**config.mk**
```make
export PLATFORM = sky130hd
export DESIGN_NAME = cvg_queue
export DESIGN_NICKNAME = d
export VERILOG_FILES = /design/src/rtl/core/cvg_pkg.sv /design/src/rtl/core/cvg_queue.sv
export SDC_FILE = /design/constraint.sdc
export NUM_CORES = 1
export LEC_CHECK = 0
export BUFFER_PORTS_ARGS = -buffer_cell sky130_fd_sc_hd__buf_2
export CORE_MARGIN = 3
export CORE_UTILIZATION = 48
export DETAILED_ROUTE_END_ITERATION = 8
export HOLD_SLACK_MARGIN = 0.05
export PLACE_DENSITY = 0.71
export REMOVE_ABC_BUFFERS = 1
export SYNTH_ARGS = -nofsm -noshare
export SYNTH_HDL_FRONTEND = slang
export SYNTH_SLANG_ARGS = --single-unit
```
**constraint.sdc**
```tcl
create_clock -name clk_i -period 4.1 [get_ports clk_i]
set_input_delay 0.205 -clock clk_i [delete_from_list [all_inputs] [get_ports clk_i]]
set_output_delay 0.205 -clock clk_i [all_outputs]
set_load 0.02 [all_outputs]
```
**src/rtl/core/cvg_pkg.sv**
```systemverilog
// Cylinder vertex generator: shared constants, types and small functions.
// No dependencies; every other file of the block imports this package.
package cvg_pkg;

  localparam int MAX_SEGMENTS  = 1024;
  localparam int CORDIC_STEPS  = 16;

  localparam int SEG_W      = 10;
  localparam int CNT_W      = 11;
  localparam int CFG_IDX_W  = 3;
  localparam int CFG_W      = 64;
  localparam int NUM_ROWS   = 4;
  localparam int COEF_W     = 16;

  localparam int PH_W       = 32;
  localparam int PH_STAGES  = 4;
  localparam int PH_BITS    = PH_W / PH_STAGES;
  localparam int REM_W      = CNT_W + 1;

  localparam int CO_W       = 34;
  localparam int ANG_W      = 33;
  localparam int ANG_FRAC   = 30;
  localparam int PROD_W     = (PH_W - 2) + 31;

  localparam int SUM_W      = 50;
  localparam int RES_W      = 32;
  localparam int FRAC_W     = 16;
  localparam int QUO_W      = RES_W - 1;

  localparam int CORDIC_LAT = CORDIC_STEPS + 2;
  localparam int FRONT_LAT  = PH_STAGES + CORDIC_LAT;
  localparam int DIV_LAT    = QUO_W + 3;
  localparam int XFORM_LAT  = 3;
  localparam int BACK_LAT   = XFORM_LAT + DIV_LAT;

  localparam int QUEUE_DEPTH = 4;
  localparam int QPTR_W      = $clog2(QUEUE_DEPTH);
  localparam int QCNT_W      = QPTR_W + 1;

  localparam int VIDX_W      = 3;
  localparam int SHELL_VERTS = 6;
  localparam int CAP_VERTS   = 3;

  localparam int SEG_COUNT_RESET = 16;
  localparam int UNITY_Q12       = 4096;

  localparam logic [30:0]            HALF_PI_Q30 = 31'd1686629713;
  localparam logic signed [CO_W-1:0] CORDIC_GAIN = 34'sd652032874;

  localparam logic [RES_W-1:0] RES_MAX = {1'b0, {(RES_W-1){1'b1}}};
  localparam logic [RES_W-1:0] RES_MIN = {1'b1, {(RES_W-1){1'b0}}};

  localparam logic [CFG_IDX_W-1:0] CFG_SEG_COUNT = 3'd0;
  localparam logic [CFG_IDX_W-1:0] CFG_CAPS      = 3'd1;
  localparam logic [CFG_IDX_W-1:0] CFG_ROW0      = 3'd2;
  localparam logic [CFG_IDX_W-1:0] CFG_ROW1      = 3'd3;
  localparam logic [CFG_IDX_W-1:0] CFG_ROW2      = 3'd4;
  localparam logic [CFG_IDX_W-1:0] CFG_ROW3      = 3'd5;

  typedef enum logic [1:0] {
    CMD_SHELL  = 2'd0,
    CMD_TOP    = 2'd1,
    CMD_BOTTOM = 2'd2
  } cmd_e;

  typedef struct packed {
    logic [CNT_W-1:0]                  seg_count;
    logic                              caps_en;
    logic [NUM_ROWS-1:0][CFG_W-1:0]    rows;
  } cfg_t;

  typedef struct packed {
    cmd_e                   cmd;
    logic signed [CO_W-1:0] pc;
    logic signed [CO_W-1:0] ps;
    logic signed [CO_W-1:0] cc;
    logic signed [CO_W-1:0] cs;
  } seg_item_t;

  function automatic logic signed [ANG_W-1:0] atan_q30(input int k);
    case (k)
      0:  return 33'sd843314857;
      1:  return 33'sd497837829;
      2:  return 33'sd263043837;
      3:  return 33'sd133525159;
      4:  return 33'sd67021687;
      5:  return 33'sd33543516;
      6:  return 33'sd16775851;
      7:  return 33'sd8388437;
      8:  return 33'sd4194283;
      9:  return 33'sd2097149;
      10: return 33'sd1048576;
      11: return 33'sd524288;
      12: return 33'sd262144;
      13: return 33'sd131072;
      14: return 33'sd65536;
      15: return 33'sd32768;
      16: return 33'sd16384;
      17: return 33'sd8192;
      18: return 33'sd4096;
      19: return 33'sd2048;
      20: return 33'sd1024;
      21: return 33'sd512;
      22: return 33'sd256;
      23: return 33'sd128;
      default: return '0;
    endcase
  endfunction

  function automatic logic signed [COEF_W-1:0] coef(input logic [CFG_W-1:0] row,
                                                   input int col);
    return signed'(row[col*COEF_W +: COEF_W]);
  endfunction

endpackage

```
**src/rtl/core/cvg_queue.sv**
```systemverilog
// Four-entry queue of segment work between front and back ends.
// Depends on cvg_pkg (seg_item_t, depth).
module cvg_queue (
  input  logic                clk_i,
  input  logic                rst_ni,
  input  logic                push_i,
  input  cvg_pkg::seg_item_t  item_i,
  input  logic                pop_i,
  output cvg_pkg::seg_item_t  item_o,
  output logic                full_o,
  output logic                empty_o
);
  import cvg_pkg::*;

  seg_item_t         mem_q [QUEUE_DEPTH];
  logic [QPTR_W-1:0] wr_q, rd_q;
  logic [QCNT_W-1:0] cnt_q;

  assign full_o  = (cnt_q == QCNT_W'(QUEUE_DEPTH));
  assign empty_o = (cnt_q == '0);
  assign item_o  = mem_q[rd_q];

  always_ff @(posedge clk_i) begin
    if (push_i) begin
      mem_q[wr_q] <= item_i;
    end
  end

  always_ff @(posedge clk_i or negedge rst_ni) begin
    if (!rst_ni) begin
      wr_q  <= '0;
      rd_q  <= '0;
      cnt_q <= '0;
    end else begin
      if (push_i) begin
        wr_q <= wr_q + QPTR_W'(1);
      end
      if (pop_i) begin
        rd_q <= rd_q + QPTR_W'(1);
      end
      cnt_q <= cnt_q + QCNT_W'(push_i) - QCNT_W'(pop_i);
    end
  end

endmodule

```
# Word-level counts from Yosys, hierarchy flattened
# Memories as Yosys holds them, arrays and structs flattened.
# Index checks and enable logic that the tools add are counted.
[classes]
add_sub_neg = 4
mul = 0
div = 0
order_cmp = 0
n_eq_ne = 1
n_shift = 0
mux = 2
n_bitwise = 0
reduce_logical = 1
[op_table]
columns = ["cell", "n"]
rows = [
  ["$add 2x1->2 const B", 2],
  ["$add 3x1->3", 1],
  ["$eq 3x3->1 const B", 1],
  ["$logic_not 3->1", 1],
  ["$sub 3x1->3", 1],
  ["$mux 1", 2],
]
[word_totals]
regBits = 7
latchBits = 0
ram_bits = 552
mem_bits_ro = 0
out_inout_bits = 140
wordCells = 12
mem_count = 1
[memory_table]
columns = ["name", "depth", "word_bits", "rd", "rd_clocked_by_memory_dff", "wr", "line", "text"]
rows = [
  ["mem_q", 4, 138, 1, 0, 1, "cvg_queue.sv:15", "seg_item_t mem_q [QUEUE_DEPTH];"],
]

# Longest topological paths before layout
[depth]
ltp_word = 2
depth_mapped = 7
ltp_nobuf = 7

# Worst setup path before layout
# No wires, ideal clock.
[synth_timing]
path_kind = "register to register"
start = "register wr_q[0]"
end = "memory mem_q[0][0] in the netlist's numbering (enable)"
setup_ns = 0.513
arrival_ns = 3.782
t_required_ns = 3.587
setup_slack_ns = -0.195
path_stages_with_launch = 4
path_buffers = 0
synth_period_minus_slack_ns = 4.295
path_cell_list = "dfrtp_1 inv_1 ha_1 and2_1"
[synth_lines]
columns = ["element", "line", "text"]
rows = [
  ["start, declared", "cvg_queue.sv:16", "logic [QPTR_W-1:0] wr_q, rd_q;"],
  ["start signal, assigned", "cvg_queue.sv:36", "wr_q <= wr_q + QPTR_W'(1);"],
  ["end, declared", "cvg_queue.sv:15", ""],
]
# Straight into the memory's write port.

==> results.cfg <==
[logic_synthesis]
synth.area.mux_share_pct = 15.3
post_synth_num_cell_types = 19
netlist_area_mm2 = 0.0203
synthXorXnorAreaFrac_pct = 0.216
synth-compound-area-share_pct = 0.0247
synth_top_family_by_area = multiplexers
synth-simple-area-share_pct = 0.216
syn-mean-instance-area_um2 = 26.9
yosys_register_bits = 559
synth_sequential_area_ratio_pct = 82.5
ys.warnings.count = 0
post_synth_fa_ha_maj_area_fraction_pct = 0.469
synth_cells = 755

[timing]
setup_viol = 0
clock_skew_ns = 0.0165
worst_hold_slack_ns = 0.365
worst_pin_slew_ns = 1.01
fmax_ghz = 0.360
final_min_period_over_clock_period_pct = 67.7
hold_viol = 0
relative_slew_slack_pct = 32.4
report.final.slew_viol_count = 0
grt_setup_unrepaired = no
tns_ns = 0
finalCriticalPeriod_ns = 2.77

[power]
power.share.clock_pct = 27.6
p_int_w = 0.0129
power_switching_share_pct = 30.9
power.static_leakage_nw = 8.88
pwr_density_mw_per_mm2 = 725
power.share.combinational_pct = 30.4
power.share.sequential_pct = 42.0
total_power_w = 0.0186
vdd_ir_drop_max_uv = 469
total_switching_power_w = 0.00574

[critical_path]
crit_end = item_o[135]
reg2reg_to = mem_q[2][127]
worst_ep_arrival_time_ns = 2.57
worstSetupStartpoint = rd_q[0]
path_max_fanout = 57
critPathLaunchType = flop
worst_r2r_startpoint = wr_q[0]
timing.setup.critical_path_class = reg -> out
worst_ep_required_time_ns = 3.89
worst_setup_path_end_kind = output pin
r2r_slack_ns = 2.04
reg2reg_depth = 4

[floorplan]
die_h_um = 212
initial_core_util_pct = 49.1
ios = 282
design.core.area_mm2 = 0.0413
dieArea_mm2 = 0.0448
rows = 74
die-width_um = 212

[run_status]
run_status = completed

[clock_tree]
cts_max_path_buffers = 3
post-cts-setup-buffers = 0
worstSkewPairLatency_ns = 0.60
cts-root-buf = sky130_fd_sc_hd__clkbuf_16
cts_inserted_buffers = 55
clock_sinks = 559
htree_levels = 2
cts_tree = done
worst_setup_hold_path_clk_slew_ns = 0.06

[final_layout]
final_common_cell = sky130_fd_sc_hd__edfxtp_1
fill_cells = 2797
final_layout_size_suffix_gt1_share_pct = 41.1
layout.cells.most_common_list = 552 x sky130_fd_sc_hd__edfxtp_1, 281 x sky130_fd_sc_hd__buf_2, 142 x sky130_fd_sc_hd__dlygate4sd3_1, 138 x sky130_fd_sc_hd__mux4_2, 56 x sky130_fd_sc_hd__clkbuf_16
seq_area_mm2 = 0.0168
layout.nets = 1370
multi_input_area_mm2 = 0.00331
area_growth_pct = 26.4

[global_route]
grt_max_degree = 81
overflow = 0
grt_pass1_wl_um = 61600
groute.usage.overall_pct = 18.1
first_global_vias = 10500
antenna_found_initial = 3

[placed_design]
place_congestion = 0.692
detailedPlacementHpwl_um = 22600
numPortBuffers = 281

[run]
cap_viol_max_count = 0

[route]
route.final.wire_length_um = 39800
firstDrtPassIters = 5
count_of_nets_left_with_antenna_violations_after_detail_routing = 0
detail_route.drc_violations = 0
routed_wire_length_per_instance_um = 22.1
dr.first_iter.drc_count = 593
num_vias = 9569
vias_per_cell = 5.31

[hold_path]
holdCritPathClass = in -> reg
hold_path.startpoint = item_i[95]
==> layer usage <==
| metal | vias to the layer above | wire (um) | share of wire (%) | global-route usage (%) |
|---|---|---|---|---|
| li1 | 4206 | - | - | - |
| met1 | 5011 | 16000 | 40 | 24.0 |
| met2 | 291 | 20200 | 51 | 30.3 |
| met3 | 61 | 2680 | 6.7 | 4.30 |
| met4 | 0 | 926 | 2.3 | 5.77 |
| met5 | - | 0 | 0 | 0 |
==> how the worst min path moves through the flow <==
stage	to	slack (ns)	depth (start not counted)
2_1_floorplan	cnt_q[0]	-0.09	0
3_3_place_gp	rd_q[0]	0.05	1
3_5_place_dp	rd_q[0]	0.06	1
4_1_cts	mem_q[2][24]	0.31	2
5_1_grt	mem_q[3][95]	0.34	2
6_report	mem_q[2][95]	0.36	2
==> registers in the layout, summed over array words and instances (netlist names) <==
name   cells
rd_q       2
wr_q       2
cnt_q      3
mem_q    552
==> stage by stage <==
stage | setup slack [ns] | cell area, um2 | util (%) | std cells
finish | 1.33 | 25700 | 62.1 | 1802
global placement | 1.90 | 22400 | 54.2 | 1554
detailed placement | 1.91 | 22400 | 54.2 | 1554
global route | 1.19 | 25600 | 62.1 | 1801
floorplan | -2.21 | 20100 | - | 724
CTS | 1.26 | 25600 | 62.1 | 1799
==> worst max-delay path, stage by stage (launching register included) <==
cell and delay (ns):
sky130_fd_sc_hd__dfrtp_4 0.68, sky130_fd_sc_hd__buf_12 0.43, sky130_fd_sc_hd__mux4_2 0.60, sky130_fd_sc_hd__buf_2 0.18
==> kinds of logic after synthesis <==
logic type / after synthesis
mux: 138
xor+xnor: 5
compound gates: 1
buf+inv: 37
simple gates: 8
flops: 559
fa+ha+maj: 7
==> repair_timing <==
| item | 4_1_cts | 5_1_grt |
|---|---|---|
| hold endpoints to repair | 564 | 0 |
| hold buffers | 142 | 0 |
| resized for setup | 0 | 0 |
==> power groups by stage <==
stage | logic [W] | registers, W | clock network, W
after floorplan | 0.00342 | 0.00830 | 0
after global placement | 0.00566 | 0.00788 | 0
after detailed placement | 0.00566 | 0.00794 | 0
after CTS | 0.00579 | 0.00783 | 0.00525
after global routing | 0.00607 | 0.00791 | 0.00547
final | 0.00565 | 0.00781 | 0.00513
==> Yosys cell counts <==
master | instances | share of area (%)
sky130_fd_sc_hd__and2_1 | 4 | 0.12
sky130_fd_sc_hd__and3_1 | 1 | 0.031
sky130_fd_sc_hd__buf_1 | 2 | 0.037
sky130_fd_sc_hd__buf_2 | 14 | 0.35
sky130_fd_sc_hd__buf_4 | 2 | 0.074
sky130_fd_sc_hd__buf_6 | 11 | 0.61
sky130_fd_sc_hd__clkbuf_1 | 1 | 0.018
sky130_fd_sc_hd__clkbuf_2 | 1 | 0.025
sky130_fd_sc_hd__dfrtp_1 | 7 | 0.86
sky130_fd_sc_hd__edfxtp_1 | 552 | 82
sky130_fd_sc_hd__fa_1 | 1 | 0.099
sky130_fd_sc_hd__ha_1 | 6 | 0.37
sky130_fd_sc_hd__inv_1 | 6 | 0.11
sky130_fd_sc_hd__mux4_2 | 138 | 15
sky130_fd_sc_hd__nand2_1 | 2 | 0.037
sky130_fd_sc_hd__nor3_1 | 1 | 0.025
sky130_fd_sc_hd__o21ai_0 | 1 | 0.025
sky130_fd_sc_hd__xnor2_1 | 3 | 0.13
sky130_fd_sc_hd__xor2_1 | 2 | 0.086
==> final cells by class <==
cell class / instances / share of cell area, %
timing repair buffer: 440 / 11.8
multi-input combinational: 159 / 12.9
antenna: 3 / 0.0293
clock inverter: 38 / 1.66
clock buffer: 65 / 5.59
sequential: 559 / 65.3
tap: 532 / 2.59
inverter: 6 / 0.0878
Power figures use the tool's default switching activity.
